===== config.mk =====
export PLATFORM = sky130hd
export DESIGN_NAME = dmst_cell
export DESIGN_NICKNAME = d
export VERILOG_FILES = /design/src/sv/dmst_pkg.sv /design/src/sv/dmst_cell.sv
export SDC_FILE = /design/constraint.sdc
export NUM_CORES = 1
export LEC_CHECK = 0
export BUFFER_PORTS_ARGS = -buffer_cell sky130_fd_sc_hd__buf_2
export CORE_ASPECT_RATIO = 0.9
export CORE_MARGIN = 3
export CORE_UTILIZATION = 47
export CTS_CLUSTER_DIAMETER = 120
export CTS_CLUSTER_SIZE = 16
export DETAILED_ROUTE_END_ITERATION = 16
export GPL_TIMING_DRIVEN = 0
export HOLD_SLACK_MARGIN = 0.03
export PLACE_DENSITY = 0.88
export SETUP_SLACK_MARGIN = 0.02
export SLEW_MARGIN = 25
export SYNTH_ARGS = -nofsm -noshare
export SYNTH_HDL_FRONTEND = slang
export SYNTH_SLANG_ARGS = --single-unit

===== constraint.sdc =====
create_clock -name clk -period 2.1 [get_ports clk]
set_clock_uncertainty 0.2 [all_clocks]
set_input_delay 0.105 -clock clk [delete_from_list [all_inputs] [get_ports clk]]
set_output_delay 0.105 -clock clk [all_outputs]
set_load 0.02 [all_outputs]

===== src/sv/dmst_pkg.sv =====
// Types and constants of the dual moving sum threshold alarm.
// Used by every module of the block; depends on nothing.
`timescale 1ns / 1ps

package dmst_pkg;

    localparam int SAMPLE_W = 12;
    localparam int SAMPLE_MAX = 4095;
    localparam int SUM_W = 19;
    localparam int PDATA_W = 32;
    localparam int PADDR_W = 3;
    localparam logic [SUM_W-1:0] LIMIT_RESET = 19'd10000;

    typedef enum logic [0:0] {
        REG_TEMPERATURE_LIMIT = 1'b0,
        REG_LIGHT_LIMIT       = 1'b1
    } reg_index_t;

    typedef struct packed {
        logic [SAMPLE_W-1:0] temperature_sample;
        logic [SAMPLE_W-1:0] light_sample;
    } sample_t;

    typedef struct packed {
        logic [SUM_W-1:0] temperature_window_sum;
        logic [SUM_W-1:0] light_window_sum;
        logic             over_limit;
    } result_t;

    typedef struct packed {
        logic [SUM_W-1:0] temperature_limit;
        logic [SUM_W-1:0] light_limit;
    } limits_t;

endpackage


===== src/sv/dmst_cell.sv =====
// One cell of the sample delay chain: holds one sample pair.
// Depends on dmst_pkg.
`timescale 1ns / 1ps

module dmst_cell (
    input  logic             clk,
    input  logic             rst_n,
    input  logic             shift,
    input  dmst_pkg::sample_t d,
    output dmst_pkg::sample_t q
);
    import dmst_pkg::*;

    sample_t pair_reg;
    sample_t pair_next;

    assign pair_next = shift ? d : pair_reg;
    assign q = pair_reg;

    always_ff @(posedge clk or negedge rst_n)
    begin
        if (!rst_n)
        begin
            pair_reg <= '0;
        end
        else
        begin
            pair_reg <= pair_next;
        end
    end

endmodule


==> flow_summary.yaml <==
synth:
  yosysWarnings: 0
  synth_edf_count: 0
  syn_avg_cell_area_um2: 19.6
  syn_nets: 78
  synth_common_cells: "dfrtp_1, mux2_4, mux2_2, buf_12, buf_6"
  post_synth_instance_area_um2: 997
  synthMuxAreaShare: 0.346
  synth_area_leaders: "dfrtp_1, mux2_4, mux2_2"
  ys_types: 5
  yosysTopAreaCellShare: 0.602
  async_flop_share: 1.00
  synth_xor_area_frac: 0
  synth-compound-area-share: 0
  ys.flop_type: "dfrtp_1"
  synth_top_family_by_area: "multiplexers"
  ys_seq_area_frac: 0.602
  synth_seq_cells: 24
  synth-simple-area-share: 0
  yosysTopAreaCell: "dfrtp_1"
  synth_most_common_cell: "dfrtp_1"
  synth_fa_ha_area_frac: 0
  syn_inst: 51
worst_setup_path:
  worstReg2RegStart: "q[21]$_DFFE_PN0P_"
  required_ns: 2.10
  worstPathBufferInverterCount: 3
  crit_type: "in2reg"
  startpoint_type: "primary input"
  crit_fanout: 6
  cp-end-kind: "flop"
  crit_chain: "dlygate4sd3_1 -> buf_6 -> mux2_2 -> dlygate4sd3_1"
  cpMostUsedCell: "dlygate4sd3_1"
  crit_start: "shift"
  crit_family: "buffers and inverters"
  crit_arrival_ns: 1.68
  slowest_stage: "dlygate4sd3_1"
  cpPeakStageDelay_ns: 0.56
drt:
  first_pass_iters: 3
  drc: 0
  drt_iter0_markers: 5
  finalWirelength_um: 2330
  ant_nets: 0
  vias_per_cell: 4.55
  wl_per_cell_um: 14.7
  num_vias: 724
global_route:
  grt_max_degree: 25
  antenna_found_initial: 0
  grt_use_total: 0.204
  grt_pass1_vias: 811
  grt_pass1_wl_um: 3930
  grt.overflow.total: 0
clock_network:
  cts_buffers: 3
  cts_max_path_buffers: 2
  tritoncts: "done"
  root_buffer: "clkbuf_4"
  cts_setup_buffers: 0
  htree_num_levels: 1
  cts_sinks: 24
  clkLatencyLatePin_ns: 0.30
  clkTransAtPathRegs_ns: 0.13
sta:
  whs_ns: 0.0966
  fin_ws_ns: 0.424
  worstMarginPinSlew_ns: 0.519
  rsz0062_at_grt: "false"
  hold_viol: 0
  min_period_ns: 1.68
  fmax_ghz: 0.597
  drv_slew: 0
  setup_tns_ns: 0
  slew_headroom: 0.654
  timing.final.crit_share: 0.798
  setup_violations: 0
cells_and_area:
  final_cells: 159
  area_growth_pct: 61.5
  antennaDiodeCount: 0
  regArea_um2: 601
  multi_input_area_um2: 345
  drive_gt1_frac: 0.597
  largest_register_ffs: 24
  num-fill-cells: 129
  final_net_count: 162
die:
  row_count: 15
  initial_core_util: 0.506
  core_region_area_mm2: 0.00197
  die_w_um: 54.6
  die_h_um: 49.7
  io_pins: 51
  die_area_mm2: 0.00271
place:
  port_buffers: 49
  place_ws_ns: 1.09
  place_inst: 125
  routabilityCongestion: 0.676
run:
  maxCapViolCount: 0
worst_hold_path:
  hold_path_class: "in2async"
pwr:
  p_per_area_mw_per_mm2: 658
  total_power_mw: 1.06
  leakagePower_nw: 0.825
  ir_drop_v: 0.000439
outcome:
  status: "finished clean"
==> cells by family (layout without fill, tap and decap cells) <==
family                 count (synthesis)  in the layout
muxes                                 24             24
buffers and inverters                  3             86
DFF                                   24             24
==> path summary, 6_finish.rpt <==
path                                     endpoint  slack [ns]  depth (start not counted)
max in group asynchronous        q[9]$_DFFE_PN0P_        1.26                          2
worst max register to register  q[21]$_DFFE_PN0P_        0.59                          2
worst max-delay path            q[11]$_DFFE_PN0P_        0.42                          4
worst min-delay path             q[6]$_DFFE_PN0P_         0.1                          2
worst min register to register   q[4]$_DFFE_PN0P_        0.32                          1
min in group clk                 q[4]$_DFFE_PN0P_        0.32                          1
==> timing repair <==
action / in CTS / in global routing
hold buffers: 29 / 1
endpoints found under the hold margin: 48 / 14
gates resized for setup: 0 / 0
==> stage by stage <==
stage | area (µm²) | util
CTS | 1600 | 0.812
floorplan | 997 | -
detailed placement | 1270 | 0.646
finish | 1610 | 0.817
global route | 1610 | 0.817
global placement | 1270 | 0.646
==> layer usage <==
layer  share of wire  wire, µm  global-route usage
met1            0.38       877               0.233
met2            0.58      1350               0.382
met3           0.036        84              0.0181
met4          0.0090        21              0.0622
met5               0         0                   0
==> placed cells by master (no fill, tap or decap) <==
master | synthesis | layout
buf_2 | 0 | 49
dlygate4sd3_1 | 0 | 30
dfrtp_1 | 24 | 24
mux2_4 | 20 | 20
mux2_2 | 4 | 4
clkbuf_4 | 0 | 3
buf_12 | 2 | 2
buf_6 | 1 | 1
clkbuf_8 | 0 | 1
==> worst register-to-register path: cells and delay by family (launching register included) <==
kind	cells	cell delay [ns]
mux	1	0.26
buf+inv	1	0.55
flops	1	0.41
==> power by group <==
group | total [mW] | internal, mW | switching [mW]
Clock | 0.237 | 0.106 | 0.131
Sequential | 0.533 | 0.508 | 0.0250
Combinational | 0.289 | 0.161 | 0.128
==> area by class of cell <==
cell class              instances  share of cell area
plain buffers                   3              0.0319
multi-input cells              24               0.214
flip-flops and latches         24               0.373
repair buffers                 79               0.339
clock buffers                   4              0.0225
well taps                      25              0.0194
No activity file was read; power rests on OpenSTA's default activity.
