===== config.mk =====
export PLATFORM = sky130hd
export DESIGN_NAME = dmst_acc
export DESIGN_NICKNAME = d
export VERILOG_FILES = /design/src/sv/dmst_pkg.sv /design/src/sv/dmst_acc.sv
export SDC_FILE = /design/constraint.sdc
export NUM_CORES = 1
export LEC_CHECK = 0
export BUFFER_PORTS_ARGS = -buffer_cell sky130_fd_sc_hd__buf_2
export CAP_MARGIN = 20
export CORE_ASPECT_RATIO = 0.75
export CORE_MARGIN = 4
export CORE_UTILIZATION = 50
export CTS_CLUSTER_DIAMETER = 60
export DETAILED_ROUTE_END_ITERATION = 8
export PLACE_DENSITY = 0.75
export SYNTH_ARGS = -nofsm -noshare
export SYNTH_HDL_FRONTEND = slang
export SYNTH_SLANG_ARGS = --single-unit

===== constraint.sdc =====
create_clock -name clk -period 9 [get_ports clk]
set_input_delay 1.35 -clock clk [delete_from_list [all_inputs] [get_ports clk]]
set_output_delay 1.35 -clock clk [all_outputs]
set_load 0.02 [all_outputs]

===== src/sv/dmst_pkg.sv =====
// Types and constants of the dual moving sum threshold alarm.
// Used by every module of the block; depends on nothing.
`timescale 1ns / 1ps

package dmst_pkg;

    localparam int SAMPLE_W = 12;
    localparam int SAMPLE_MAX = 4095;
    localparam int SUM_W = 19;
    localparam int PDATA_W = 32;
    localparam int PADDR_W = 3;
    localparam logic [SUM_W-1:0] LIMIT_RESET = 19'd10000;

    typedef enum logic [0:0] {
        REG_TEMPERATURE_LIMIT = 1'b0,
        REG_LIGHT_LIMIT       = 1'b1
    } reg_index_t;

    typedef struct packed {
        logic [SAMPLE_W-1:0] temperature_sample;
        logic [SAMPLE_W-1:0] light_sample;
    } sample_t;

    typedef struct packed {
        logic [SUM_W-1:0] temperature_window_sum;
        logic [SUM_W-1:0] light_window_sum;
        logic             over_limit;
    } result_t;

    typedef struct packed {
        logic [SUM_W-1:0] temperature_limit;
        logic [SUM_W-1:0] light_limit;
    } limits_t;

endpackage


===== src/sv/dmst_acc.sv =====
// Running window totals and limit comparison.
// Depends on dmst_pkg; fed by the delay chain in the top level.
`timescale 1ns / 1ps

module dmst_acc #(
    parameter int TOTAL_W = 19
) (
    input  logic              clk,
    input  logic              rst_n,
    input  logic              step,
    input  dmst_pkg::sample_t newest,
    input  dmst_pkg::sample_t oldest,
    input  dmst_pkg::limits_t limits,
    output dmst_pkg::result_t result
);
    import dmst_pkg::*;

    localparam int CMP_W = (TOTAL_W > SUM_W) ? TOTAL_W : SUM_W;

    logic [TOTAL_W-1:0] temp_total_reg;
    logic [TOTAL_W-1:0] temp_total_next;
    logic [TOTAL_W-1:0] light_total_reg;
    logic [TOTAL_W-1:0] light_total_next;

    assign temp_total_next = temp_total_reg - TOTAL_W'(oldest.temperature_sample)
                             + TOTAL_W'(newest.temperature_sample);
    assign light_total_next = light_total_reg - TOTAL_W'(oldest.light_sample)
                              + TOTAL_W'(newest.light_sample);

    always_comb
    begin
        result.temperature_window_sum = SUM_W'(temp_total_next);
        result.light_window_sum = SUM_W'(light_total_next);
        result.over_limit = (CMP_W'(temp_total_next) > CMP_W'(limits.temperature_limit))
                            || (CMP_W'(light_total_next) > CMP_W'(limits.light_limit));
    end

    always_ff @(posedge clk or negedge rst_n)
    begin
        if (!rst_n)
        begin
            temp_total_reg <= '0;
            light_total_reg <= '0;
        end
        else if (step)
        begin
            temp_total_reg <= temp_total_next;
            light_total_reg <= light_total_next;
        end
    end

endmodule


==> metrics.md <==
| Metric | Value |
|---|---|
| Width of the die | `roughly 130 microns` |
| Max-slew headroom | `between 50 and 60%` |
| Total number of vias | `a little over 5000` |
| Gr busiest metal | `met2` |
| Worst path cell trace | `buf_2 -> inv_1 -> fa_1 -> inv_1 -> ha_1 -> a211oi_1 -> o21bai_1 -> a2111oi_0 -> or2_2 -> o311ai_1 -> xor2_1 -> ha_1 -> a21o_1 -> a21oi_1 -> o21ai_0 -> a21oi_1 -> o2bb2ai_1 -> buf_2` |
| Biggest cell delay along the critical path | `0.62 ns` |
| CTS resizes | `0` |
| Maximum clock rate | `146.7 MHz` |
| Area growth, synth to finish | `16.32%` |
| Post-Route Skew | `0.006261 ns` |
| GPL Wtd Cong | `slightly above 0.9` |
| Post-synth EDFFs | `0` |
| # setup viols final | `0` |
| Share of the synthesized area in the top cell type | `17.67%` |
| CTS Buf Count | `5` |
| CP Capture Type | `output port` |
| Worst slew pin tran | `between 0.6 and 0.7 ns` |
| Ys Warns | `0` |
| Largest net degree at the start of global routing | `62` |
| Seq cells post-synth | `38` |
| Post-route setup TNS | `0 ns` |
| Worst path required time | `between 7 and 8 ns` |
| First-pass GRT wire length | `24430 microns` |
| RSZ-0062 raised after global routing | `no` |
| Die Y | `about 100 microns` |
| Worst path top cell family by delay | `compound AO/OA/AOI/OAI gates` |
| Drt first pass iters | `5` |
| CTS Hold Bufs | `0` |
| Leading area contributor after synthesis | `dfrtp_1` |
| Synth async-reset ratio | `100.0%` |
| Root Buffer | `clkbuf_16` |
| Most frequent cells in the layout | `160 x inv_1, 127 x buf_2, 76 x ha_1` |
| Total gr overflow | `0` |
| Slowest stage cell on the critical path | `a2111oi_0` |
| Buffers added on ports | `between 100 and 150` |
| Post-Syn Area | `between 0.005 and 0.006 sq mm` |
| WP buf/inv | `4` |
| Vias in the first global route | `5240` |
| Hold Fails Final Rpt | `0` |
| Pins Over Slew Limit | `0` |
| Top_reg_cell synth | `dfrtp_1` |
| Kind of start point of the critical path | `input port` |
| Avg Vias per Cell | `roughly 5.6` |
| FF-to-FF setup slack | `5.86 ns` |
| # DRC | `0` |
| Commonest non-fill, non-tap cell in the layout | `inv_1` |
| GR Layer Usage met3 | `~3.8%` |
| GR Util met1 | `about 33%` |
| Sink Count | `38` |
| Core area | `between 0.01 and 0.015 sq mm` |
| Data arrival, critical path | `5.47 ns` |
| Initial Utilization | `between 50% and 60%` |
| Rows | `32` |
| Avg Cell Area, Syn | `about 8 sq um` |
| Critical-path maximum fanout | `4` |
| Overall routing resource usage | `between 20% and 30%` |
| ANT cells | `0` |
| Ratio of cells with drive above 1 in the final layout | `roughly 21%` |
| Clock slew at reported path FFs | `0.07 ns` |
| ANT nets after route | `0` |
| Initial antenna violation count | `0` |
| Grt met2 use | `about two fifths` |
| Final wirelength | `approximately 15000 microns` |
| Sequential element share of the synthesized area | `between 10% and 20%` |
| CTS H-tree lvls | `2` |
| Top post-synthesis cells by area | `dfrtp_1 18%, ha_1 18%, inv_1 11%` |
| Post-synth cell types | `62` |
| Final Critical Period | `just under 7 ns` |
| Hold crit path type | `flip-flop to flip-flop` |
| Crit Path Category | `input port to output port` |
| Violation count after the first detailed-route iteration | `344` |
| MaxCap Viol Count | `0` |
| # IOs | `~130` |
| Syn_nets | `862` |
| Post-CTS setup buffers | `0` |
| Clk Latency, worst-skew pair | `between 0.2 and 0.3 ns` |
| Cells after Synth | `673` |
| Max Root-Sink Buffers | `2` |
| Status | `completed` |
| Period utilization | `between 70% and 80%` |
| Die ar. | `roughly 0.013 sq mm` |
| Post-DP HPWL | `roughly 12000 microns` |
| WL per Instance | `around 16 microns` |
| Final layout net count | `approximately 1000` |
| CTS tree | `done` |
-- stage by stage --
step	worst slack, ns	instances	area, sq um	util (%)	hold slack [ns]
floorplan	2.799	673	5381	-	0.4762
global placement	2.367	917	6092	58.52	0.4889
detailed placement	2.325	917	6092	58.52	0.4996
CTS	2.312	925	6240	59.94	0.5140
global route	1.908	926	6260	60.13	0.5317
finish	2.182	926	6260	60.13	0.5100
-- area by class of cell --
cell class	instances	area (sq um)
flip-flops and latches	38	950.9
well taps	136	170.2
inverters	160	600.6
fillers	935	4150
clock inverters	1	5.005
clock buffers	7	142.6
repair buffers	129	663.1
multi-input cells	455	3727
-- layer usage --
layer | wire, microns | vias up
met5 | 0 | -
met4 | 191 | 0
met3 | 1032 | 18
met2 | 6592 | 212
met1 | 6689 | 2431
li1 | - | 2510
-- Yosys cell counts (2+ instances only) --
library cell and instances:
a211oi_1 10, a21boi_0 3, a21o_1 23, a21oi_1 40, a221o_1 2, a22oi_1 2
a31oi_1 2, and2_1 3, and3_1 4, and4_1 3, buf_2 4, clkbuf_1 12
dfrtp_1 38, fa_1 24, ha_1 76, inv_1 160, mux2_2 16, mux2i_1 2
nand2_1 37, nand2b_1 6, nand3_1 15, nand4_1 15, nor2_1 31, nor2b_1 5
nor4_1 2, o2111ai_1 5, o211a_1 2, o211ai_1 4, o21a_1 12, o21ai_0 33
o21ai_1 2, o21bai_1 3, o221ai_1 3, o22ai_1 2, o2bb2ai_1 2, o311ai_0 3
o311ai_1 3, o31ai_1 4, or2_2 4, or3_1 4, or4_1 3, xnor2_1 17
xor2_1 13
-- worst paths after layout --
| path | cells after the start | end | from |
|---|---|---|---|
| min | 1 | light_total_reg[7] | light_total_reg[7] |
| min in group asynchronous | 1 | light_total_reg[10] | rst_n |
| max reg2reg | 10 | light_total_reg[12] | light_total_reg[1] |
| min reg2reg | 1 | light_total_reg[7] | light_total_reg[7] |
| max in group asynchronous | 2 | temp_total_reg[6] | rst_n |
| max | 18 | result[0] | newest[13] |
-- kinds of logic after synthesis --
family / share of synthesized area (%)
buffers and inverters: 13.07
AOI/OAI and AO/OA: 21.48
and+or+nand+nor: 12.58
adders and majority gates: 26.60
DFF: 17.67
xor gates and xnor gates: 4.883
muxes: 3.720
-- worst reg2reg max path: stages, from the launching register on --
cell and delay, ns:
dfrtp_1 0.32, inv_1 0.06, fa_1 0.48, inv_1 0.07, fa_1 0.48, a211oi_1 0.45, o211a_1 0.29, o211a_1 0.27
o31ai_1 0.12, xor2_1 0.20, mux2_2 0.29
Power is not shown: default switching activity piles up to over one toggle a cycle in this logic, so the estimate is an artifact.
