==> config.mk <==
export PLATFORM = sky130hd
export DESIGN_NAME = dmst_outq
export DESIGN_NICKNAME = d
export VERILOG_FILES = /design/src/sv/dmst_pkg.sv /design/src/sv/dmst_outq.sv
export SDC_FILE = /design/constraint.sdc
export NUM_CORES = 1
export LEC_CHECK = 0
export BUFFER_PORTS_ARGS = -buffer_cell sky130_fd_sc_hd__buf_2
export CAP_MARGIN = 20
export CORE_MARGIN = 2
export CORE_UTILIZATION = 40
export CTS_BUF_LIST = sky130_fd_sc_hd__clkbuf_4
export CTS_CLUSTER_SIZE = 8
export DETAILED_ROUTE_END_ITERATION = 10
export SETUP_SLACK_MARGIN = 0.2
export SKIP_CTS_REPAIR_TIMING = 1
export SYNTH_ARGS = -nofsm -noshare
export SYNTH_HDL_FRONTEND = slang
export SYNTH_SLANG_ARGS = --single-unit
export TNS_END_PERCENT = 10
==> constraint.sdc <==
create_clock -name clk -period 5.1 [get_ports clk]
set_clock_uncertainty 0.2 [all_clocks]
set_input_delay 0.765 -clock clk [delete_from_list [all_inputs] [get_ports clk]]
set_output_delay 0.765 -clock clk [all_outputs]
set_load 0.01 [all_outputs]
==> src/sv/dmst_pkg.sv <==
// Types and constants of the dual moving sum threshold alarm.
// Used by every module of the block; depends on nothing.
`timescale 1ns / 1ps

package dmst_pkg;

    localparam int SAMPLE_W = 12;
    localparam int SAMPLE_MAX = 4095;
    localparam int SUM_W = 19;
    localparam int PDATA_W = 32;
    localparam int PADDR_W = 3;
    localparam logic [SUM_W-1:0] LIMIT_RESET = 19'd10000;

    typedef enum logic [0:0] {
        REG_TEMPERATURE_LIMIT = 1'b0,
        REG_LIGHT_LIMIT       = 1'b1
    } reg_index_t;

    typedef struct packed {
        logic [SAMPLE_W-1:0] temperature_sample;
        logic [SAMPLE_W-1:0] light_sample;
    } sample_t;

    typedef struct packed {
        logic [SUM_W-1:0] temperature_window_sum;
        logic [SUM_W-1:0] light_window_sum;
        logic             over_limit;
    } result_t;

    typedef struct packed {
        logic [SUM_W-1:0] temperature_limit;
        logic [SUM_W-1:0] light_limit;
    } limits_t;

endpackage

==> src/sv/dmst_outq.sv <==
// Two-entry result queue that parts the output handshake from the input side.
// Depends on dmst_pkg.
`timescale 1ns / 1ps

module dmst_outq (
    input  logic              clk,
    input  logic              rst_n,
    input  logic              push,
    input  dmst_pkg::result_t push_data,
    output logic              full,
    output logic              result_valid,
    input  logic              result_stall,
    output dmst_pkg::result_t result
);
    import dmst_pkg::*;

    result_t     head_reg;
    result_t     tail_reg;
    logic [1:0]  count_reg;
    logic [1:0]  count_next;
    logic        pop;

    assign result_valid = (count_reg != 2'd0);
    assign full = (count_reg == 2'd2);
    assign result = head_reg;
    assign pop = result_valid && !result_stall;
    assign count_next = count_reg + {1'b0, push} - {1'b0, pop};

    always_ff @(posedge clk)
    begin
        if (pop)
        begin
            if (count_reg == 2'd2)
            begin
                head_reg <= tail_reg;
            end
            else if (push)
            begin
                head_reg <= push_data;
            end
        end
        else if (push)
        begin
            if (count_reg == 2'd0)
            begin
                head_reg <= push_data;
            end
            else
            begin
                tail_reg <= push_data;
            end
        end
    end

    always_ff @(posedge clk or negedge rst_n)
    begin
        if (!rst_n)
        begin
            count_reg <= 2'd0;
        end
        else
        begin
            count_reg <= count_next;
        end
    end

endmodule

==> report_table.html <==
<table>
<tr><th>Metric</th><th>Value</th></tr>
<tr><th colspan="2">Synth</th></tr>
<tr><td>Count of flip-flops with a built-in enable after synthesis</td><td>78</td></tr>
<tr><td>Cell Area, Synth</td><td>0.003025 mm^2</td></tr>
<tr><td>Fraction of synthesized area in multiplexers</td><td>15.76%</td></tr>
<tr><td>Fraction of registers with async set/reset</td><td>2.500%</td></tr>
<tr><td>Most frequent cells after synthesis</td><td>sky130_fd_sc_hd__edfxtp_1, sky130_fd_sc_hd__mux2_2, sky130_fd_sc_hd__mux2_4</td></tr>
<tr><td>Sequential-to-total area share from yosys stat</td><td>between 70% and 80%</td></tr>
<tr><td>Post-Synth XOR/XNOR Area</td><td>0.5790%</td></tr>
<tr><td>Biggest area consumer among synthesized cells</td><td>sky130_fd_sc_hd__edfxtp_1</td></tr>
<tr><td>Cell with the most instances after synthesis</td><td>sky130_fd_sc_hd__edfxtp_1</td></tr>
<tr><td>Simple-gate share of the synthesized area</td><td>1.572%</td></tr>
<tr><td>Primary FF master, synth</td><td>sky130_fd_sc_hd__edfxtp_1</td></tr>
<tr><td>Net count of the mapped netlist</td><td>about 180</td></tr>
<tr><td>Top cell type's share of synthesized area</td><td>77.42%</td></tr>
<tr><td>Post-synthesis register bit count</td><td>80</td></tr>
<tr><td>Synth warnings</td><td>0</td></tr>
<tr><td>Synth unique cells</td><td>17</td></tr>
<tr><td>Mapped Avg Cell Area</td><td>~22 um^2</td></tr>
<tr><td>Combinational family with the most area after synthesis</td><td>multiplexers</td></tr>
<tr><td>Adder-Cell Fraction of Synth Area</td><td>less than 1%</td></tr>
<tr><td>Instance count of the mapped netlist</td><td>138</td></tr>
<tr><td>Area fraction in compound gates after synthesis</td><td>0.2895%</td></tr>
<tr><td>Biggest area contributors in the synthesized netlist</td><td>sky130_fd_sc_hd__edfxtp_1, sky130_fd_sc_hd__mux2_2, sky130_fd_sc_hd__mux2_4, sky130_fd_sc_hd__dfrtp_1, sky130_fd_sc_hd__ha_1</td></tr>
<tr><th colspan="2">Timing</th></tr>
<tr><td>Fmax</td><td>401.5 MHz</td></tr>
<tr><td>Worst slew slack as a fraction of its limit</td><td>36.70%</td></tr>
<tr><td>Final count of negative-setup-slack endpoints</td><td>0</td></tr>
<tr><td>Part of the cycle the worst path needs</td><td>48.83%</td></tr>
<tr><td>Final Hold Slack</td><td>0.3220 ns</td></tr>
<tr><td>RSZ-0062 raised after global routing</td><td>false</td></tr>
<tr><td>Number of hold violations in the final report</td><td>0</td></tr>
<tr><td>Accumulated negative setup slack</td><td>0 ns</td></tr>
<tr><td>Worst-Margin Slew</td><td>0.9496 ns</td></tr>
<tr><td>Final critical path time including I/O delays and setup</td><td>2.490 ns</td></tr>
<tr><td>Number of pins exceeding their max-slew limit in the final report</td><td>0</td></tr>
<tr><th colspan="2">Clock network</th></tr>
<tr><td>Number of clock buffers inserted by TritonCTS</td><td>9</td></tr>
<tr><td>Clock buffer depth</td><td>2</td></tr>
<tr><td>Clock tree from TritonCTS</td><td>built</td></tr>
<tr><td>Worst-Skew Late Latency</td><td>0.42 ns</td></tr>
<tr><td>Root Driver</td><td>sky130_fd_sc_hd__clkbuf_4</td></tr>
<tr><td>H-tree levels</td><td>3</td></tr>
<tr><td>Clock edge transition at the registers on the reported setup and hold paths</td><td>approximately 0.14 ns</td></tr>
<tr><td>Sinks on the clock net</td><td>80</td></tr>
<tr><th colspan="2">Floorplanning</th></tr>
<tr><td>Die width</td><td>between 90 and 100 um</td></tr>
<tr><td>Starting density of the core</td><td>between 40% and 50%</td></tr>
<tr><td>Area of the die</td><td>0.008276 mm^2</td></tr>
<tr><td>Number of primary I/O pins</td><td>84</td></tr>
<tr><td>Die boundary height</td><td>between 90 and 100 um</td></tr>
<tr><td>Floorplan Core Area</td><td>0.007292 mm^2</td></tr>
<tr><td>Number of rows created at floorplan</td><td>31</td></tr>
<tr><th colspan="2">Critical path</th></tr>
<tr><td>Buffers and inverters on the worst path</td><td>1</td></tr>
<tr><td>Chain of cells forming the critical path</td><td>nor3b_4, buf_4, mux2_2</td></tr>
<tr><td>Cell at the slowest stage of the critical path</td><td>sky130_fd_sc_hd__nor3b_4</td></tr>
<tr><td>Dominant delay contributor by cell family on the critical path</td><td>simple AND/OR/NAND/NOR gates</td></tr>
<tr><td>Peak fanout along the critical path</td><td>27</td></tr>
<tr><td>Sort of element at the start of the critical path</td><td>register</td></tr>
<tr><td>Critical Path AT</td><td>2.46 ns</td></tr>
<tr><td>Critical path required time</td><td>5.07 ns</td></tr>
<tr><td>Worst setup path category</td><td>reg2reg</td></tr>
<tr><td>Crit. End Element</td><td>register</td></tr>
<tr><td>CP peak stage delay</td><td>0.67 ns</td></tr>
<tr><th colspan="2">Routing</th></tr>
<tr><td>Total number of vias</td><td>1544</td></tr>
<tr><td>Detailed Routing Iterations Pass 1</td><td>3</td></tr>
<tr><td>Remaining number of nets flagged by the antenna check after routing</td><td>0</td></tr>
<tr><td>Post-DR vias/cell</td><td>4.609</td></tr>
<tr><td>Routed wirelength normalized by instance count</td><td>14.73 um</td></tr>
<tr><td>DR DRC count</td><td>0</td></tr>
<tr><td>1st-iter DRT viols</td><td>38</td></tr>
<tr><td>Overall routed net length</td><td>4934 um</td></tr>
<tr><th colspan="2">Placement</th></tr>
<tr><td>Final weighted congestion of routability-driven global placement</td><td>0.6789</td></tr>
<tr><td>Placed Instances</td><td>318</td></tr>
<tr><td>DP HPWL</td><td>3226 um</td></tr>
<tr><td>Count of buffers from port buffering</td><td>83</td></tr>
<tr><th colspan="2">Power</th></tr>
<tr><td>Power dissipated by switching net loads</td><td>501.0 uW</td></tr>
<tr><td>Leakage power</td><td>0.001413 uW</td></tr>
<tr><td>Switching share of power</td><td>~28%</td></tr>
<tr><td>Largest voltage drop on the vdd net</td><td>0.2530 mV</td></tr>
<tr><td>Pwr dens</td><td>476.0 mW/mm^2</td></tr>
<tr><td>Int Pwr</td><td>around 1300 uW</td></tr>
<tr><td>Gate power share</td><td>24.7%</td></tr>
<tr><td>Proportion of power drawn by the clock network</td><td>21.2%</td></tr>
<tr><td>Seq pwr share</td><td>54.1%</td></tr>
<tr><th colspan="2">GRT</th></tr>
<tr><td>Met2 demand-to-capacity share in global routing</td><td>19.14%</td></tr>
<tr><td>Remaining Overflow, GRT</td><td>0</td></tr>
<tr><td>GR Layer Usage met3</td><td>4.315%</td></tr>
<tr><td>Total routing resource utilization after global routing</td><td>between 10% and 20%</td></tr>
<tr><td>Via count of the first global-routing pass</td><td>1560</td></tr>
<tr><td>Global-route layer with the greatest usage</td><td>met2</td></tr>
<tr><td>Number of antenna violations at the first check in global routing</td><td>0</td></tr>
<tr><td>Maximum number of pins on one net before global-route repair</td><td>40</td></tr>
<tr><td>Routing usage on met1</td><td>15.50%</td></tr>
<tr><td>First-pass GRT wire length</td><td>7790 um</td></tr>
<tr><th colspan="2">Final layout</th></tr>
<tr><td>Number of nets at the end of the flow</td><td>276</td></tr>
<tr><td>Area Growth Syn to Fin</td><td>22.79%</td></tr>
<tr><td>Non-Filler Instances</td><td>335</td></tr>
<tr><td>Ratio of cells with drive above 1 in the final layout</td><td>about three fifths</td></tr>
<tr><td>Antenna diode instance count</td><td>0</td></tr>
<tr><th colspan="2">Hold path</th></tr>
<tr><td>Hold Crit Class</td><td>in2reg</td></tr>
<tr><th colspan="2">Run status</th></tr>
<tr><td>Result of the run</td><td>complete, no violations</td></tr>
<tr><th colspan="2">Job</th></tr>
<tr><td>Maxcap violations</td><td>0</td></tr>
</table>
## power groups by stage
| stage | Clock (uW) | Sequential [uW] | Combinational [uW] |
|---|---|---|---|
| 5_1_grt | 412 | 971 | 479 |
| 4_1_cts | 389 | 960 | 448 |
| 3_5_place_dp | 0 | 974 | 449 |
| 3_3_place_gp | 0 | 975 | 440 |
| 6_report | 374 | 957 | 437 |
| 2_1_floorplan | 0 | 1030 | 227 |
## worst paths after layout
| check | slack, ns | to | depth (start not counted) | start |
|---|---|---|---|---|
| setup / recovery | 2.61 | result[9] | 3 | count_reg[0] |
| hold / removal | 0.32 | tail_reg[12] | 1 | push_data[12] |
| setup reg to reg | 2.61 | result[9] | 3 | count_reg[0] |
| hold reg to reg | 0.35 | result[29] | 1 | tail_reg[29] |
| max in group asynchronous | 4.14 | count_reg[1] | 2 | rst_n |
| min in group asynchronous | 0.46 | count_reg[0] | 2 | rst_n |
## metal layers
layer	routed length, um	vias up	part of all wire (%)
li1	-	735	-
met1	2206	743	45
met2	2273	56	46
met3	346	10	7.0
met4	107	0	2.2
met5	0	-	0
## layout make-up
type	count	area (um^2)
fill	656	3577
timing repair buffer	86	440.4
clock inverter	6	70.07
tap	99	123.9
inverter	3	11.26
multi-input combinational	51	601.8
clock buffer	10	75.07
sequential	80	2392
## cell families (layout without fill, tap and decap cells)
family	count (synthesis)	in the layout
AND/OR/NAND/NOR	7	7
multiplexers	39	39
adder cells (fa/ha/maj)	2	2
AO/OA/AOI/OAI	1	1
buffers and inverters	7	105
XOR/XNOR	2	2
flip-flops	80	80
## metrics by stage
step / setup WS (ns) / utilization, % / total power [uW] / instance area, um^2
3_3_place_gp: 2.215 / 48.82 / 1415 / 3560
5_1_grt: 2.448 / 50.94 / 1862 / 3715
2_1_floorplan: 0.5070 / - / 1257 / 3025
6_report: 2.610 / 50.94 / 1768 / 3715
3_5_place_dp: 2.205 / 48.82 / 1422 / 3560
4_1_cts: 2.604 / 50.81 / 1797 / 3705
## placed cells by master, fill, tap and decap left out, drive strengths merged
cell type / Yosys / routed
clkinv: 0 / 2
or2: 1 / 1
xnor2: 2 / 2
mux2: 39 / 39
inv: 3 / 3
and3: 1 / 1
o32ai: 1 / 1
bufinv: 0 / 1
ha: 2 / 2
nor3b: 1 / 1
dlygate4sd3: 0 / 1
clkinvlp: 0 / 3
nor2: 1 / 1
clkbuf: 0 / 10
edfxtp: 78 / 78
and2: 1 / 1
dfrtp: 2 / 2
nor2b: 2 / 2
buf: 4 / 85
Note: power is estimated with default switching activity, not from simulation.
